===== config.mk =====
export PLATFORM = sky130hd
export DESIGN_NAME = stable_priority_queue_top
export DESIGN_NICKNAME = d
export VERILOG_FILES = /design/src/rtl/spq_pkg.sv /design/src/rtl/spq_front.sv /design/src/rtl/spq_back.sv /design/src/rtl/spq_rsp_queue.sv /design/src/rtl/stable_priority_queue_top.sv
export SDC_FILE = /design/constraint.sdc
export NUM_CORES = 2
export LEC_CHECK = 0
export ABC_AREA = 1
export BUFFER_PORTS_ARGS = -buffer_cell sky130_fd_sc_hd__buf_2
export CORE_AREA = 2 2 338 340
export DETAILED_ROUTE_END_ITERATION = 10
export DIE_AREA = 0 0 340 342
export GPL_TIMING_DRIVEN = 0
export MAX_ROUTING_LAYER = met4
export PLACE_DENSITY = 0.54
export SYNTH_ARGS = -nofsm -noshare
export SYNTH_HDL_FRONTEND = slang
export SYNTH_SLANG_ARGS = --single-unit

===== constraint.sdc =====
create_clock -name clock -period 9.3 [get_ports clock]
set_input_delay 2.79 -clock clock [delete_from_list [all_inputs] [get_ports clock]]
set_output_delay 2.79 -clock clock [all_outputs]
set_load 0.05 [all_outputs]

===== src/rtl/spq_pkg.sv =====
`timescale 1ns / 1ps
package spq_pkg;

   localparam int CAPACITY  = 32;
   localparam int TAG_BITS  = 16;
   localparam int CNT_W     = $clog2(CAPACITY + 1);
   localparam int IDX_W     = $clog2(CAPACITY);
   localparam int FUNC_W    = 2;
   localparam int IN_TAG_W  = 16;
   localparam int SEV_W     = 3;
   localparam int STATUS_W  = 3;
   localparam int OUT_TAG_W = 16;
   localparam int OCC_W     = 6;

   localparam logic [FUNC_W-1:0] FUNC_INSERT = 2'd0;
   localparam logic [FUNC_W-1:0] FUNC_SERVE  = 2'd1;
   localparam logic [FUNC_W-1:0] FUNC_LIST   = 2'd2;

   localparam logic [STATUS_W-1:0] ST_INSERTED = 3'd0;
   localparam logic [STATUS_W-1:0] ST_SERVED   = 3'd1;
   localparam logic [STATUS_W-1:0] ST_EMPTY    = 3'd2;
   localparam logic [STATUS_W-1:0] ST_DROPPED  = 3'd3;
   localparam logic [STATUS_W-1:0] ST_LISTED   = 3'd4;

   typedef enum logic [1:0] {
      CMD_INSERT,
      CMD_SERVE,
      CMD_LIST
   } cmd_op_type;

   typedef enum logic {
      BK_IDLE,
      BK_LIST
   } back_state_type;

   typedef struct packed {
      logic [FUNC_W-1:0]   func;
      logic [IN_TAG_W-1:0] entry_tag;
      logic [SEV_W-1:0]    severity;
   } req_type;

   typedef struct packed {
      logic [STATUS_W-1:0]  status;
      logic [OUT_TAG_W-1:0] out_tag;
      logic [SEV_W-1:0]     out_severity;
      logic [OCC_W-1:0]     occupancy;
      logic                 last;
   } rsp_type;

   typedef struct packed {
      cmd_op_type          op;
      logic [TAG_BITS-1:0] tag;
      logic [SEV_W-1:0]    sev;
   } cmd_type;

   // front -> back command channel
   typedef struct packed {
      logic    valid;
      cmd_type cmd;
   } cmd_chan_type;

endpackage


===== src/rtl/spq_front.sv =====
`timescale 1ns / 1ps
module spq_front import spq_pkg::*; (
   input  logic         clock,
   input  logic         reset,
   input  logic         req_push,
   input  req_type      req_data,
   output logic         req_full,
   output cmd_chan_type cmd_chan,
   input  logic         cmd_pop
);

   cmd_type    slot_ff [2];
   logic       wr_ptr_ff, wr_ptr_in;
   logic       rd_ptr_ff, rd_ptr_in;
   logic [1:0] cnt_ff, cnt_in;
   logic       known;
   logic       wr;
   logic       rd;
   cmd_type    dec;

   // classify the request; unused code is accepted and dropped here
   always_comb begin
      dec.tag = TAG_BITS'(req_data.entry_tag);
      dec.sev = req_data.severity;
      known   = 1'b1;
      unique case (req_data.func)
         FUNC_INSERT: dec.op = CMD_INSERT;
         FUNC_SERVE:  dec.op = CMD_SERVE;
         FUNC_LIST:   dec.op = CMD_LIST;
         default: begin
            dec.op = CMD_INSERT;
            known  = 1'b0;
         end
      endcase
   end

   assign req_full = (cnt_ff == 2'd2);
   assign wr       = req_push && !req_full && known;
   assign rd       = cmd_pop && (cnt_ff != 2'd0);

   assign cmd_chan.valid = (cnt_ff != 2'd0);
   assign cmd_chan.cmd   = slot_ff[rd_ptr_ff];

   always_comb begin
      wr_ptr_in = wr ? !wr_ptr_ff : wr_ptr_ff;
      rd_ptr_in = rd ? !rd_ptr_ff : rd_ptr_ff;
      unique case ({wr, rd})
         2'b10:   cnt_in = cnt_ff + 2'd1;
         2'b01:   cnt_in = cnt_ff - 2'd1;
         default: cnt_in = cnt_ff;
      endcase
   end

   always_ff @(posedge clock) begin
      if (reset) begin
         wr_ptr_ff <= 1'b0;
         rd_ptr_ff <= 1'b0;
         cnt_ff    <= 2'd0;
      end else begin
         wr_ptr_ff <= wr_ptr_in;
         rd_ptr_ff <= rd_ptr_in;
         cnt_ff    <= cnt_in;
      end
   end

   always_ff @(posedge clock) begin
      if (wr) begin
         slot_ff[wr_ptr_ff] <= dec;
      end
   end

endmodule


===== src/rtl/spq_back.sv =====
`timescale 1ns / 1ps
module spq_back import spq_pkg::*; (
   input  logic         clock,
   input  logic         reset,
   input  cmd_chan_type cmd_chan,
   output logic         cmd_pop,
   input  logic         rsp_full,
   output logic         rsp_push,
   output rsp_type      rsp
);

   logic [TAG_BITS-1:0] tag_ff [CAPACITY];
   logic [TAG_BITS-1:0] tag_in [CAPACITY];
   logic [SEV_W-1:0]    sev_ff [CAPACITY];
   logic [SEV_W-1:0]    sev_in [CAPACITY];
   logic [CNT_W-1:0]    count_ff, count_in;
   logic [IDX_W-1:0]    idx_ff, idx_in;
   back_state_type      state_ff, state_in;

   logic [CAPACITY-1:0] le;
   logic                is_full;
   logic                is_empty;
   logic                go;
   logic                do_insert;
   logic                do_serve;
   logic                list_end;

   assign is_full  = (count_ff == CNT_W'(CAPACITY));
   assign is_empty = (count_ff == '0);
   assign go       = (state_ff == BK_IDLE) && cmd_chan.valid && !rsp_full;
   assign do_insert = go && (cmd_chan.cmd.op == CMD_INSERT) && !is_full;
   assign do_serve  = go && (cmd_chan.cmd.op == CMD_SERVE) && !is_empty;
   assign list_end  = (CNT_W'(idx_ff) == count_ff - CNT_W'(1));

   // le is a thermometer: stored entries that stay ahead of the new one
   for (genvar g = 0; g < CAPACITY; g++) begin : g_cell
      assign le[g] = (CNT_W'(g) < count_ff) && (sev_ff[g] <= cmd_chan.cmd.sev);

      if (g == 0) begin : g_head
         always_comb begin
            tag_in[g] = tag_ff[g];
            sev_in[g] = sev_ff[g];
            if (do_insert && !le[g]) begin
               tag_in[g] = cmd_chan.cmd.tag;
               sev_in[g] = cmd_chan.cmd.sev;
            end else if (do_serve) begin
               tag_in[g] = tag_ff[g+1];
               sev_in[g] = sev_ff[g+1];
            end
         end
      end else if (g == CAPACITY - 1) begin : g_tail
         always_comb begin
            tag_in[g] = tag_ff[g];
            sev_in[g] = sev_ff[g];
            if (do_insert && !le[g]) begin
               tag_in[g] = le[g-1] ? cmd_chan.cmd.tag : tag_ff[g-1];
               sev_in[g] = le[g-1] ? cmd_chan.cmd.sev : sev_ff[g-1];
            end
         end
      end else begin : g_mid
         always_comb begin
            tag_in[g] = tag_ff[g];
            sev_in[g] = sev_ff[g];
            if (do_insert && !le[g]) begin
               tag_in[g] = le[g-1] ? cmd_chan.cmd.tag : tag_ff[g-1];
               sev_in[g] = le[g-1] ? cmd_chan.cmd.sev : sev_ff[g-1];
            end else if (do_serve) begin
               tag_in[g] = tag_ff[g+1];
               sev_in[g] = sev_ff[g+1];
            end
         end
      end
   end

   // next state
   always_comb begin
      state_in = state_ff;
      idx_in   = idx_ff;
      count_in = count_ff;
      if (do_insert) begin
         count_in = count_ff + CNT_W'(1);
      end else if (do_serve) begin
         count_in = count_ff - CNT_W'(1);
      end
      unique case (state_ff)
         BK_IDLE: begin
            if (go && (cmd_chan.cmd.op == CMD_LIST) && (count_ff > CNT_W'(1))) begin
               state_in = BK_LIST;
               idx_in   = IDX_W'(1);
            end
         end
         BK_LIST: begin
            if (!rsp_full) begin
               idx_in = IDX_W'(idx_ff + 1'b1);
               if (list_end) begin
                  state_in = BK_IDLE;
               end
            end
         end
         default: state_in = BK_IDLE;
      endcase
   end

   // outputs
   always_comb begin
      cmd_pop  = 1'b0;
      rsp_push = 1'b0;
      rsp      = '0;
      unique case (state_ff)
         BK_IDLE: begin
            if (go) begin
               cmd_pop       = 1'b1;
               rsp_push      = 1'b1;
               rsp.last      = 1'b1;
               rsp.occupancy = OCC_W'(count_in);
               unique case (cmd_chan.cmd.op)
                  CMD_INSERT: rsp.status = is_full ? ST_DROPPED : ST_INSERTED;
                  CMD_SERVE: begin
                     if (is_empty) begin
                        rsp.status = ST_EMPTY;
                     end else begin
                        rsp.status       = ST_SERVED;
                        rsp.out_tag      = OUT_TAG_W'(tag_ff[0]);
                        rsp.out_severity = sev_ff[0];
                     end
                  end
                  CMD_LIST: begin
                     if (is_empty) begin
                        rsp.status = ST_EMPTY;
                     end else begin
                        rsp.status       = ST_LISTED;
                        rsp.out_tag      = OUT_TAG_W'(tag_ff[0]);
                        rsp.out_severity = sev_ff[0];
                        rsp.last         = (count_ff == CNT_W'(1));
                     end
                  end
                  default: rsp.status = ST_EMPTY;
               endcase
            end
         end
         BK_LIST: begin
            if (!rsp_full) begin
               rsp_push         = 1'b1;
               rsp.status       = ST_LISTED;
               rsp.out_tag      = OUT_TAG_W'(tag_ff[idx_ff]);
               rsp.out_severity = sev_ff[idx_ff];
               rsp.occupancy    = OCC_W'(count_ff);
               rsp.last         = list_end;
            end
         end
         default: rsp = '0;
      endcase
   end

   always_ff @(posedge clock) begin
      if (reset) begin
         state_ff <= BK_IDLE;
         count_ff <= '0;
         idx_ff   <= '0;
      end else begin
         state_ff <= state_in;
         count_ff <= count_in;
         idx_ff   <= idx_in;
      end
   end

   always_ff @(posedge clock) begin
      tag_ff <= tag_in;
      sev_ff <= sev_in;
   end

endmodule


===== src/rtl/spq_rsp_queue.sv =====
`timescale 1ns / 1ps
module spq_rsp_queue import spq_pkg::*; (
   input  logic    clock,
   input  logic    reset,
   input  logic    push,
   input  rsp_type push_data,
   output logic    full,
   output logic    rsp_empty,
   input  logic    rsp_pop,
   output rsp_type rsp_data
);

   rsp_type    slot_ff [2];
   logic       wr_ptr_ff, wr_ptr_in;
   logic       rd_ptr_ff, rd_ptr_in;
   logic [1:0] cnt_ff, cnt_in;
   logic       wr;
   logic       rd;

   assign full      = (cnt_ff == 2'd2);
   assign rsp_empty = (cnt_ff == 2'd0);
   assign wr        = push && !full;
   assign rd        = rsp_pop && !rsp_empty;
   assign rsp_data  = slot_ff[rd_ptr_ff];

   always_comb begin
      wr_ptr_in = wr ? !wr_ptr_ff : wr_ptr_ff;
      rd_ptr_in = rd ? !rd_ptr_ff : rd_ptr_ff;
      unique case ({wr, rd})
         2'b10:   cnt_in = cnt_ff + 2'd1;
         2'b01:   cnt_in = cnt_ff - 2'd1;
         default: cnt_in = cnt_ff;
      endcase
   end

   always_ff @(posedge clock) begin
      if (reset) begin
         wr_ptr_ff <= 1'b0;
         rd_ptr_ff <= 1'b0;
         cnt_ff    <= 2'd0;
      end else begin
         wr_ptr_ff <= wr_ptr_in;
         rd_ptr_ff <= rd_ptr_in;
         cnt_ff    <= cnt_in;
      end
   end

   always_ff @(posedge clock) begin
      if (wr) begin
         slot_ff[wr_ptr_ff] <= push_data;
      end
   end

endmodule


===== src/rtl/stable_priority_queue_top.sv =====
`timescale 1ns / 1ps
// Channel   Ports                        Accepted when
// request   req_push req_full req_data   req_push && !req_full
// response  rsp_pop rsp_empty rsp_data   rsp_pop && !rsp_empty
//
// Insert and serve update the shift-register sorted array directly; list emits
// one entry per cycle while the response queue has room and holds the array.
// A two-entry command queue sits between decode and the array, and a two-entry
// response queue after it. Synchronous active-high reset empties both queues
// and the array (entry payloads are not cleared). A full response queue
// stalls the array; a full command queue raises req_full.
module stable_priority_queue_top import spq_pkg::*; (
   input  logic    clock,
   input  logic    reset,
   input  logic    req_push,
   input  req_type req_data,
   output logic    req_full,
   output logic    rsp_empty,
   input  logic    rsp_pop,
   output rsp_type rsp_data
);

   cmd_chan_type cmd_chan;
   logic         cmd_pop;
   logic         rsp_push;
   logic         rsp_full;
   rsp_type      rsp_next;

   spq_front u_front (
      .clock    (clock),
      .reset    (reset),
      .req_push (req_push),
      .req_data (req_data),
      .req_full (req_full),
      .cmd_chan (cmd_chan),
      .cmd_pop  (cmd_pop)
   );

   spq_back u_back (
      .clock    (clock),
      .reset    (reset),
      .cmd_chan (cmd_chan),
      .cmd_pop  (cmd_pop),
      .rsp_full (rsp_full),
      .rsp_push (rsp_push),
      .rsp      (rsp_next)
   );

   spq_rsp_queue u_rsp_queue (
      .clock     (clock),
      .reset     (reset),
      .push      (rsp_push),
      .push_data (rsp_next),
      .full      (rsp_full),
      .rsp_empty (rsp_empty),
      .rsp_pop   (rsp_pop),
      .rsp_data  (rsp_data)
   );

`ifndef SYNTHESIS
   a_no_overflow: assert property (@(posedge clock) disable iff (reset)
      rsp_push |-> !rsp_full)
      else $error("response pushed into full queue");

   a_pop_needs_cmd: assert property (@(posedge clock) disable iff (reset)
      cmd_pop |-> cmd_chan.valid)
      else $error("command popped from empty queue");

   a_single_last: assert property (@(posedge clock) disable iff (reset)
      (rsp_push && rsp_next.status != ST_LISTED) |-> rsp_next.last)
      else $error("single response without last");

   a_reset_empty: assert property (@(posedge clock)
      $fell(reset) |-> rsp_empty)
      else $error("response queue not empty after reset");
`endif

endmodule

==> results.py <==
metrics = {
    "placement": {
        "dp.cells": 7452,
        "place_congestion": 1.12,
        "portBuffers": 55,
        "dp_hpwl_um": 185000,
        "place_area_um2": 47600,
    },
    "cts": {
        "cts-hold-fix-buffers": 0,
        "clockRootBuffer": "clkbuf_16",
        "cts_buffers": 91,
        "clk_pin_slew_ns": 0.06,
        "cts_tree": "yes",
        "clock-sinks": 730,
        "clock_path_buffers": 3,
        "cts_setup_buffers": 0,
        "insertion_delay_ns": 0.72,
        "cts_resized": 0,
        "htreeDepth": 3,
    },
    "layout": {
        "nFillCells": 11700,
        "synthToLayoutAreaGrowth_pct": 12.6,
        "regArea_um2": 21700,
        "final_layout_size_suffix_gt1_share_pct": 8.11,
        "stdcell_count": 7644,
        "nets": 6164,
        "multi_input_area_um2": 20600,
        "final_cell_area_um2": 50500,
    },
    "outcome": {
        "violations": "capacitance limit, slew limit",
        "status": "finished, violations left",
    },
    "worst_setup_path": {
        "worst_setup_path_end_kind": "flop",
        "cp_slowest_cell": "clkbuf_2",
        "critPathMaxStageDelay_ns": 0.83,
        "cp.arrival_ns": 5.85,
        "path_common_cell": "nand2_1",
        "required_ns": 9.55,
        "path_max_fanout": 26,
        "path_class": "flop to flop",
        "crit_chain": "buf_2 -> buf_2 -> nand2_1 -> o21ai_0 -> clkbuf_2 -> buf_4 -> buf_16 -> ha_1 -> nand2_1 -> nor2_1 -> o21ai_0 -> nand3_1 -> buf_2 -> nand2_1 -> clkbuf_1 -> nand2_1",
        "crit_path_start_kind": "flop",
    },
    "worst_hold_path": {
        "hold_class": "flop to flop",
    },
    "power_and_ir_drop": {
        "power.leakage_nw": 21.4,
        "irDropWorstVdd_v": 0.000200,
        "powerDensity_nw_per_um2": 403,
    },
    "routing": {
        "drtIter0Drc": 7622,
        "antenna_left": 0,
        "route.detailed.wl_per_inst_um": 31.3,
        "via_per_inst": 5.99,
        "via_count": 45800,
        "drc": 0,
        "finalWirelength_um": 240000,
        "dr.pass1.iters": 7,
    },
    "die": {
        "die_y_um": 342,
        "coreArea_um2": 113000,
        "die_x_um": 340,
        "io-pin-count": 56,
        "start_util_pct": 39.7,
        "num_rows": 124,
        "die_area_um2": 116000,
    },
    "global_routing": {
        "grt_start_max_net_pins": 31,
        "grt_pass1_vias": 40900,
        "grt_usage_pct": 41.3,
        "antenna_found_initial": 27,
        "grt_pass1_wl_um": 326000,
        "grt_overflow_total": 0,
    },
    "timing": {
        "setup_viol": 0,
        "period_share_pct": 60.2,
        "final_hold_viol_count": 0,
        "min_period_ns": 5.59,
        "worstMarginPinSlew_ns": 1.83,
        "rsz0062_at_grt": "no",
        "fin_skew_ns": 0.0318,
        "clock.fmax_ghz": 0.179,
        "slew_headroom_pct": -23.4,
        "drv_slew": 25,
    },
    "run": {
        "drv_cap": 4,
    },
    "logic_synthesis": {
        "ys_seq_area_share_pct": 48.4,
        "ys_types": 43,
        "ys_ff_latch": 730,
        "synth_fp_nets": 5995,
        "synthCells": 5864,
        "syn_avg_cell_area_um2": 7.65,
        "synth_warnings": 0,
        "synth_area_um2": 44900,
    },
}
==> routing by layer <==
metal  GRT usage [%]  vias up  routed length [um]
met1            57.3    21700               98300
met4            23.5        0               15400
met3            7.67      569               28300
met5               -        -                   0
met2            56.3     3298               97500
li1                -    20200                   -
==> registers in the layout, summed over array words and instances (netlist names), named ones only <==
| name | flops |
|---|---|
| u_back.count_ff | 6 |
| u_back.idx_ff | 5 |
| u_back.sev_ff | 96 |
| u_back.state_ff | 1 |
| u_back.tag_ff | 512 |
| u_front.cnt_ff | 2 |
| u_front.rd_ptr_ff | 1 |
| u_front.slot_ff | 42 |
| u_front.wr_ptr_ff | 1 |
| u_rsp_queue.cnt_ff | 2 |
| u_rsp_queue.rd_ptr_ff | 1 |
| u_rsp_queue.slot_ff | 58 |
| u_rsp_queue.wr_ptr_ff | 1 |
==> final timing paths <==
path | startpoint | end | slack, ns | cells after the start
setup / recovery | flop | u_back.tag_ff[125]$_DFFE_PP_ | 3.71 | 16
hold / removal | u_rsp_queue.rd_ptr_ff$_SDFFE_PP0P_ | u_rsp_queue.rd_ptr_ff$_SDFFE_PP0P_ | 0.46 | 1
setup reg to reg | flop | u_back.tag_ff[125]$_DFFE_PP_ | 3.71 | 16
hold reg to reg | u_rsp_queue.rd_ptr_ff$_SDFFE_PP0P_ | u_rsp_queue.rd_ptr_ff$_SDFFE_PP0P_ | 0.46 | 1
==> Yosys cell counts, drive strengths merged <==
library cell	instances	area, um2
o21bai	1	7.51
inv	191	722
clkinv	7	26.3
o211ai	47	353
nor2	549	2080
o22ai	4	25.0
mux2	29	327
ha	106	1330
a22o	1	8.76
nand4	6	43.8
a21o	5	37.5
xor2	2	17.5
buf	230	1150
clkbuf	202	759
nand3	331	1670
edfxtp	708	21300
o31ai	20	150
dfxtp	22	440
xnor2	2	17.5
and3	3	18.8
nand2	2108	7920
or2	1	6.26
nor3	7	35.0
a21boi	1	7.51
a22oi	1	7.51
a21oi	440	2200
a211oi	1	7.51
nand3b	8	60.1
o221ai	1	8.76
o21ai	830	4180
==> cell type report <==
type	instances	share of cell area (%)
sequential	730	42.9
multi-input combinational	4504	40.8
clock buffer	113	4.67
buffer	432	3.83
tap	1512	3.74
inverter	198	1.48
timing repair buffer	76	1.40
clock inverter	47	0.929
antenna	32	0.158
==> through the flow <==
step	hold WS, ns	setup TNS, ns	setup slack [ns]	total power, W	utilization, %
floorplan	0.426	0	4.68	0.0119	-
global placement	0.438	-5.87	-0.310	0.0161	41.6
detailed placement	0.450	0	3.74	0.0163	42.1
CTS	0.460	0	3.72	0.0199	44.6
global route	0.491	0	3.47	0.0211	44.6
finish	0.460	0	3.71	0.0203	44.7
==> worst max-delay path, delay by kind of cell, from the launching register on <==
kind / cells / cell delay (ns)
flip-flops: 1 / 0.40
AND/OR/NAND/NOR: 6 / 1.01
buffers and inverters: 7 / 2.84
AO/OA/AOI/OAI: 2 / 0.45
adder cells (fa/ha/maj): 1 / 0.31
==> where the power goes <==
part           switching [W]  internal (W)
clock network        0.00158       0.00197
logic                0.00738       0.00246
registers            0.00140       0.00555
==> cells by family after synthesis <==
family	count (synthesis)	share of synthesized area (%)
fa+ha+maj	106	2.96
xor+xnor	4	0.0781
flops	730	48.4
mux	29	0.728
compound gates	1352	15.6
buf+inv	630	5.92
simple gates	3013	26.4
==> layout by cell type (no fill, tap or decap), types with 15 or more instances in the layout <==
master and n:
a21oi_1 439, buf_1 37, buf_2 231, buf_4 16, clkbuf_1 207, clkbuf_16 91
clkbuf_2 15, clkinv_1 18, clkinv_2 17, dfxtp_1 22, diode_2 32, edfxtp_1 708
ha_1 106, inv_1 170, inv_2 19, mux2_2 29, nand2_1 2104, nand3_1 330
nor2_1 541, o211ai_1 47, o21ai_0 762, o21ai_1 52, o31ai_1 20
Power figures use the tool's default switching activity.
